$ cat src/rtl/bpm_pkg.sv
// Package for the brace pair matcher: types, codes and character constants.
package bpm_pkg;

  localparam int unsigned ORD_W   = 16;
  localparam int unsigned POS_W   = 21;
  localparam int unsigned START_W = 20;
  localparam int unsigned EV_W    = 3;

  localparam logic [7:0] CH_OPEN   = 8'h7B;
  localparam logic [7:0] CH_CLOSE  = 8'h7D;
  localparam logic [7:0] CH_BSLASH = 8'h5C;

  typedef enum logic [EV_W-1:0] {
    EV_OTHER     = 3'd0,
    EV_OPEN      = 3'd1,
    EV_MATCH     = 3'd2,
    EV_UNMATCHED = 3'd3,
    EV_OVERFLOW  = 3'd4
  } bpm_event_e;

  typedef struct packed {
    logic push;
    logic pop;
  } bpm_shift_t;

  typedef struct packed {
    bpm_event_e        event_res;
    logic [POS_W-1:0]  position;
    logic [ORD_W-1:0]  left_ordinal;
    logic              done_res;
    logic [ORD_W-1:0]  pair_count;
    logic              failed;
  } bpm_result_t;

endpackage

$ cat src/rtl/bpm_cell.sv
// One stack cell: holds an ordinal and shifts toward or away from the top.
module bpm_cell (
  input  logic                       clk_i,
  input  bpm_pkg::bpm_shift_t        ctrl_i,
  input  logic [bpm_pkg::ORD_W-1:0]  above_i,
  input  logic [bpm_pkg::ORD_W-1:0]  below_i,
  output logic [bpm_pkg::ORD_W-1:0]  entry_o
);

  logic [bpm_pkg::ORD_W-1:0] entry_d, entry_q;

  always_comb begin
    entry_d = entry_q;
    if (ctrl_i.push) begin
      entry_d = above_i;
    end else if (ctrl_i.pop) begin
      entry_d = below_i;
    end
  end

  always_ff @(posedge clk_i) begin
    entry_q <= entry_d;
  end

  assign entry_o = entry_q;

endmodule

$ cat src/rtl/bpm_out_buf.sv
// Two-entry output buffer: output register plus skid register.
module bpm_out_buf (
  input  logic                  clk_i,
  input  logic                  rst_ni,
  input  logic                  push_i,
  input  bpm_pkg::bpm_result_t  res_i,
  input  logic                  out_stall_i,
  output logic                  out_valid_o,
  output bpm_pkg::bpm_result_t  res_o,
  output logic                  full_o
);

  logic                 out_vld_d, out_vld_q;
  logic                 skid_vld_d, skid_vld_q;
  bpm_pkg::bpm_result_t out_d, out_q;
  bpm_pkg::bpm_result_t skid_d, skid_q;
  logic                 out_fire;

  assign out_fire = out_vld_q && !out_stall_i;

  always_comb begin
    out_vld_d  = out_vld_q;
    skid_vld_d = skid_vld_q;
    out_d      = out_q;
    skid_d     = skid_q;
    if (skid_vld_q) begin
      if (out_fire) begin
        out_d      = skid_q;
        skid_vld_d = 1'b0;
      end
    end else if (push_i) begin
      if (!out_vld_q || out_fire) begin
        out_d     = res_i;
        out_vld_d = 1'b1;
      end else begin
        skid_d     = res_i;
        skid_vld_d = 1'b1;
      end
    end else if (out_fire) begin
      out_vld_d = 1'b0;
    end
  end

  always_ff @(posedge clk_i or negedge rst_ni) begin
    if (!rst_ni) begin
      out_vld_q  <= 1'b0;
      skid_vld_q <= 1'b0;
    end else begin
      out_vld_q  <= out_vld_d;
      skid_vld_q <= skid_vld_d;
    end
  end

  always_ff @(posedge clk_i) begin
    out_q  <= out_d;
    skid_q <= skid_d;
  end

  assign out_valid_o = out_vld_q;
  assign res_o       = out_q;
  assign full_o      = skid_vld_q;

endmodule

$ cat src/rtl/brace_pair_matcher.sv
// Top level of the brace pair matcher.
// Takes one character per clock while in_stall_o is low and gives one result per
// character. The open-brace stack is a row of STACK_DEPTH shift cells whose top sits
// in the first cell, so a push or pop completes in the same cycle as its character
// and the next character may follow at once. Results leave through a two-entry
// buffer; in_stall_o rises only when both entries hold results that the output side
// has not taken. Sustained rate is one character per cycle with out_stall_i low.
module brace_pair_matcher #(
  parameter int unsigned STACK_DEPTH = 64,
  parameter int unsigned CHAR_BITS   = 16
) (
  input  logic                         clk_i,
  input  logic                         rst_ni,
  input  logic                         cfg_valid_i,
  output logic                         cfg_ready_o,
  input  logic [bpm_pkg::START_W-1:0]  cfg_data_i,
  input  logic                         in_valid_i,
  output logic                         in_stall_o,
  input  logic [CHAR_BITS-1:0]         char_code_i,
  input  logic                         last_i,
  output logic                         out_valid_o,
  input  logic                         out_stall_i,
  output logic [bpm_pkg::EV_W-1:0]     event_res_o,
  output logic [bpm_pkg::POS_W-1:0]    position_o,
  output logic [bpm_pkg::ORD_W-1:0]    left_ordinal_o,
  output logic                         done_res_o,
  output logic [bpm_pkg::ORD_W-1:0]    pair_count_o,
  output logic                         failed_o
);

  localparam int unsigned DEPTH_W = $clog2(STACK_DEPTH + 1);
  localparam logic [DEPTH_W-1:0] DEPTH_FULL = DEPTH_W'(STACK_DEPTH);

  logic [bpm_pkg::START_W-1:0] start_q;
  logic [DEPTH_W-1:0]          depth_d, depth_q;
  logic [bpm_pkg::ORD_W-1:0]   left_cnt_d, left_cnt_q;
  logic [bpm_pkg::POS_W-1:0]   offset_d, offset_q;
  logic                        prev_bs_d, prev_bs_q;
  logic                        fail_d, fail_q;

  logic                        accept, live, is_open, is_close, is_bs, full, empty;
  logic                        do_push, do_pop, overflow, unmatched, done_failed;
  logic                        buf_full;
  bpm_pkg::bpm_shift_t         shift;
  bpm_pkg::bpm_result_t        res, res_out;
  logic [bpm_pkg::ORD_W-1:0]   entry [STACK_DEPTH];

  assign cfg_ready_o = 1'b1;
  assign in_stall_o  = buf_full;
  assign accept      = in_valid_i && !in_stall_o;

  assign is_open  = char_code_i == CHAR_BITS'(bpm_pkg::CH_OPEN);
  assign is_close = char_code_i == CHAR_BITS'(bpm_pkg::CH_CLOSE);
  assign is_bs    = char_code_i == CHAR_BITS'(bpm_pkg::CH_BSLASH);
  assign live     = !prev_bs_q && !fail_q;
  assign full     = depth_q == DEPTH_FULL;
  assign empty    = depth_q == '0;

  assign do_push   = accept && live && is_open && !full;
  assign overflow  = live && is_open && full;
  assign do_pop    = accept && live && is_close && !empty;
  assign unmatched = live && is_close && empty;

  assign shift.push = do_push;
  assign shift.pop  = do_pop;

  for (genvar i = 0; i < STACK_DEPTH; i++) begin : g_cell
    logic [bpm_pkg::ORD_W-1:0] above, below;
    if (i == 0) begin : g_top
      assign above = left_cnt_q;
    end else begin : g_mid
      assign above = entry[i-1];
    end
    if (i == STACK_DEPTH - 1) begin : g_end
      assign below = '0;
    end else begin : g_inner
      assign below = entry[i+1];
    end
    bpm_cell u_cell (
      .clk_i   (clk_i),
      .ctrl_i  (shift),
      .above_i (above),
      .below_i (below),
      .entry_o (entry[i])
    );
  end

  always_comb begin
    depth_d    = depth_q;
    left_cnt_d = left_cnt_q;
    fail_d     = fail_q || overflow || unmatched;
    if (do_push) begin
      depth_d    = depth_q + 1'b1;
      left_cnt_d = left_cnt_q + 1'b1;
    end else if (do_pop) begin
      depth_d = depth_q - 1'b1;
    end
    offset_d  = offset_q + 1'b1;
    prev_bs_d = is_bs;
  end

  assign done_failed = fail_d || (depth_d != '0);

  always_comb begin
    res.event_res    = bpm_pkg::EV_OTHER;
    res.left_ordinal = '0;
    if (do_push) begin
      res.event_res    = bpm_pkg::EV_OPEN;
      res.left_ordinal = left_cnt_q;
    end else if (do_pop) begin
      res.event_res    = bpm_pkg::EV_MATCH;
      res.left_ordinal = entry[0];
    end else if (overflow) begin
      res.event_res = bpm_pkg::EV_OVERFLOW;
    end else if (unmatched) begin
      res.event_res = bpm_pkg::EV_UNMATCHED;
    end
    res.position   = bpm_pkg::POS_W'(start_q) + offset_q;
    res.done_res   = last_i;
    res.pair_count = (last_i && !done_failed) ? left_cnt_d : '0;
    res.failed     = last_i && done_failed;
  end

  always_ff @(posedge clk_i or negedge rst_ni) begin
    if (!rst_ni) begin
      start_q    <= '0;
      depth_q    <= '0;
      left_cnt_q <= '0;
      offset_q   <= '0;
      prev_bs_q  <= 1'b0;
      fail_q     <= 1'b0;
    end else begin
      if (cfg_valid_i && cfg_ready_o) begin
        start_q <= cfg_data_i;
      end
      if (accept) begin
        if (last_i) begin
          depth_q    <= '0;
          left_cnt_q <= '0;
          offset_q   <= '0;
          prev_bs_q  <= 1'b0;
          fail_q     <= 1'b0;
        end else begin
          depth_q    <= depth_d;
          left_cnt_q <= left_cnt_d;
          offset_q   <= offset_d;
          prev_bs_q  <= prev_bs_d;
          fail_q     <= fail_d;
        end
      end
    end
  end

  bpm_out_buf u_out_buf (
    .clk_i       (clk_i),
    .rst_ni      (rst_ni),
    .push_i      (accept),
    .res_i       (res),
    .out_stall_i (out_stall_i),
    .out_valid_o (out_valid_o),
    .res_o       (res_out),
    .full_o      (buf_full)
  );

  assign event_res_o    = res_out.event_res;
  assign position_o     = res_out.position;
  assign left_ordinal_o = res_out.left_ordinal;
  assign done_res_o     = res_out.done_res;
  assign pair_count_o   = res_out.pair_count;
  assign failed_o       = res_out.failed;

endmodule

$ cat config.mk
export PLATFORM = sky130hd
export DESIGN_NAME = brace_pair_matcher
export DESIGN_NICKNAME = d
export VERILOG_FILES = /design/src/rtl/bpm_pkg.sv /design/src/rtl/bpm_cell.sv /design/src/rtl/bpm_out_buf.sv /design/src/rtl/brace_pair_matcher.sv
export SDC_FILE = /design/constraint.sdc
export NUM_CORES = 2
export LEC_CHECK = 0
export BUFFER_PORTS_ARGS = -buffer_cell sky130_fd_sc_hd__buf_2
export CELL_PAD_IN_SITES_DETAIL_PLACEMENT = 1
export CELL_PAD_IN_SITES_GLOBAL_PLACEMENT = 2
export CORE_MARGIN = 2
export CORE_UTILIZATION = 35
export DETAILED_ROUTE_END_ITERATION = 12
export HOLD_SLACK_MARGIN = 0.03
export PLACE_DENSITY_LB_ADDON = 0.1
export SLEW_MARGIN = 25
export SYNTH_ARGS = -nofsm -noshare
export SYNTH_HDL_FRONTEND = slang
export SYNTH_SLANG_ARGS = --single-unit
$ cat constraint.sdc
create_clock -name clk_i -period 171.7 [get_ports clk_i]
set_clock_uncertainty 0.05 [all_clocks]
set_input_delay 8.585 -clock clk_i [delete_from_list [all_inputs] [get_ports clk_i]]
set_output_delay 8.585 -clock clk_i [all_outputs]
set_load 0.01 [all_outputs]
==> impl_metrics.yaml <==
outcome:
  status: "completed"
cts:
  clock_sinks: 1208
  root_buffer: "clkbuf_16"
  post_cts.resized_instances: 0
  cts.hold.buffers_added: 0
  cts-root-to-sink-buffers: 3
  tritoncts_clock_tree: "built"
  cts_htree_levels: 4
  tritoncts.num_buffers: 144
  worst_setup_hold_path_clk_slew_ns: 0.05
  insertion_delay_ns: 0.74
  postCtsSetupRepairBufs: 0
cells_and_area:
  filler_cell_count: 16600
  post-route-util: 0.396
  area_growth_syn_to_layout_pct: 12.6
  drive_above_1_share: 0.0828
  antenna_cells_inserted: 0
  finish.net_count: 5181
sta:
  worst_slew_margin_rel: 0.217
  finalWorstPathRequiredPeriod_ns: 13.06
  rsz0062_at_grt: "false"
  timing.fmax_ghz: 0.0766
  final_max_slew_viol_count: 0
  timing_worst_slew_pin_value_ns: 1.17
  final_setup_violating_endpoints: 0
  final.period_utilization: 0.0761
  final_number_of_hold_violating_endpoints: 0
  final.setup.tns_ns: 0
logic_synthesis:
  synth.lib_cells_used.distinct: 79
  synth-edff-count: 1140
  syn_area_per_cell_um2: 10.4
  mappedNetlistArea_mm2: 0.0527
  ys.warnings.count: 0
  ys_dominant_reg_cell: "edfxtp_1"
  seq_area_frac_synth: 0.682
  synth_nets: 5155
  ys_ff_latch: 1208
  syn-instance-count: 5088
  synth-async-reset-ratio: 0.0563
critical_path:
  series_of_cell_instances_along_the_critical_path: "buf_2 > nor4b_4 > nand4_2 > or3_4 > o21ai_4 > buf_12 > buf_4 > buf_4"
  worstReg2RegStart: "u_out_buf.full_o$_DFF_PN0_"
  cp-end-kind: "flop"
  critPathMaxFanout: 171
  critical_path.max_stage_delay_ns: 0.89
  ff2ff_setup_slack_ns: 166.01
  cp.required_ns: 172.01
  path_buf_inv: 4
  timing.rr.end: "g_cell[14].u_cell.entry_o[11]$_DFFE_PP_"
  critPathKind: "in2reg"
  cp_slowest_cell: "buf_4"
  worst-r2r-cell-count: 9
  crit_cells: 8
  crit_top_cell: "buf_4"
  startpoint_type: "input pin"
  path_delay_family: "buffers and inverters"
  critical_path_arrival_ns: 13.37
  origin_of_the_worst_setup_path: "char_code_i[9]"
worst_hold_path:
  hold_start: "prev_bs_q$_DFFE_PN0N_"
  worst_hold_path.num_cells: 2
  worst_hold_path_type: "reg2reg"
  hold_end: "prev_bs_q$_DFFE_PN0N_"
routing:
  route.detailed.wl_per_inst_um: 16.2
  route.final.wire_length_mm: 117
  detail_route.drc_violations: 0
  antenna_violating_nets_post_route: 0
  firstDrtPassIters: 5
  initialDrtViolationCount: 2167
  detail_route.vias_per_cell: 4.73
  vias: 34200
grt:
  grt_pass1_vias: 35300
  grt_first_pass_wirelength_mm: 192
  grt.overflow.total: 0
  grt_antenna_before_repair: 2
  grt_usage: 0.153
  grt_max_degree: 220
placement:
  place_congestion: 0.723
  portBuffers: 101
  place.detailed.hpwl_mm: 68.1
die:
  dieWidth_um: 392
  design.die.area_mm2: 0.154
  floorplan.initialDensity: 0.352
  fp.dieH_um: 392
  num_io_pins: 103
  coreArea_mm2: 0.150
  cell_rows: 142
power_and_ir_drop:
  tot_pwr_uw: 665
  power.density_mw_per_mm2: 11.2
  max_rail_drop_vdd_v: 0.00000928
  static-leakage-power_nw: 24.1
job:
  max-cap-violations: 0
[Yosys cell counts, types with 19 or more instances]
library cell	instances	area [um2]
xnor2_1	25	219
nand3_1	20	100
nand2_1	3126	11700
a21oi_1	21	105
edfxtp_1	1140	34200
mux2_2	52	586
ha_1	24	300
o21ai_0	42	210
clkbuf_1	172	646
buf_2	73	365
dfrtp_1	68	1700
xor2_1	19	166
nor2_1	40	150
inv_1	21	78.8
and2_1	21	131
[cell families (layout without fill, tap and decap cells)]
kind of cell    Yosys count  after routing  share of synthesized area
simple gates           3318           3318                      0.246
flops                  1208           1208                      0.682
mux                      58             58                     0.0123
other cells               1              1                  0.0000712
buf+inv                 286            418                     0.0246
fa+ha+maj                25             25                    0.00608
xor+xnor                 45             45                    0.00763
compound gates          147            147                     0.0211
[per-stage QoR]
stage | cells | area, um2 | worst slack, ns | hold WS, ns
6_report | 7236 | 59300 | 158.64 | 0.430
4_1_cts | 7233 | 59200 | 158.60 | 0.432
5_1_grt | 7236 | 59300 | 158.38 | 0.479
3_5_place_dp | 6981 | 54900 | 157.80 | 0.428
3_3_place_gp | 6981 | 54900 | 157.80 | 0.411
2_1_floorplan | 5088 | 52700 | 87.09 | 0.392
[placed cells by master (no fill, tap or decap), types with 11 or more instances in the layout]
| master | count |
|---|---|
| nand2_1 | 3126 |
| edfxtp_1 | 1140 |
| clkbuf_16 | 151 |
| buf_2 | 101 |
| dfrtp_1 | 68 |
| mux2_2 | 52 |
| o21ai_0 | 41 |
| nor2_1 | 40 |
| clkbuf_1 | 37 |
| buf_4 | 34 |
| clkinv_1 | 31 |
| xnor2_1 | 25 |
| ha_1 | 24 |
| clkinv_2 | 23 |
| and2_1 | 21 |
| a21oi_1 | 20 |
| inv_1 | 20 |
| nand3_1 | 20 |
| xor2_1 | 19 |
| nor3_1 | 16 |
| nor4_1 | 15 |
| and3_1 | 14 |
| o41ai_2 | 13 |
| nand4_1 | 12 |
| o31ai_1 | 11 |
[layer usage]
layer	track usage	vias up	wire length (um)
met2	0.231	335	51000
met4	0.0420	0	2390
met5	0	-	0
met1	0.225	16900	59800
li1	-	16800	-
met3	0.0272	164	3740
[how the worst max path moves through the flow]
| stage | to | slack [ns] |
|---|---|---|
| 3_3_place_gp | g_cell[59].u_cell.entry_o[6]$_DFFE_PP_ | 157.80 |
| 3_5_place_dp | g_cell[27].u_cell.entry_o[10]$_DFFE_PP_ | 157.80 |
| 5_1_grt | g_cell[27].u_cell.entry_o[10]$_DFFE_PP_ | 158.38 |
| 4_1_cts | g_cell[0].u_cell.entry_o[6]$_DFFE_PP_ | 158.60 |
| 6_report | g_cell[14].u_cell.entry_o[11]$_DFFE_PP_ | 158.64 |
| 2_1_floorplan | g_cell[0].u_cell.entry_o[0]$_DFFE_PP_ | 87.09 |
[worst min-delay path, stage by stage (launching register included)]
cell	delay [ns]
dfrtp_1	0.34
nand2_1	0.04
o21ai_0	0.06
[flip-flops by register name, indices dropped and copies added (netlist names)]
| register | flops |
|---|---|
| depth_q | 7 |
| g_cell.u_cell.entry_o | 1024 |
| u_out_buf.res_o | 58 |
| start_q | 20 |
| u_out_buf.skid_q | 58 |
| offset_q | 21 |
| fail_q | 1 |
| g_cell.above | 16 |
| prev_bs_q | 1 |
| u_out_buf.out_valid_o | 1 |
| u_out_buf.full_o | 1 |
[power breakdown]
part           switching (mW)  internal (mW)
clock                   0.120          0.165
sequential            0.00519          0.331
combinational          0.0288         0.0159
total                   0.153          0.511
[layout make-up]
type	count	area, um2	share of cell area
inverter	21	78.8	0.00133
clock inverter	63	387	0.00652
clock buffer	189	3930	0.0663
sequential	1208	35900	0.606
timing repair buffer	145	967	0.0163
tap	2016	2520	0.0425
multi-input combinational	3594	15500	0.261
(Power assumes the default switching activity.)
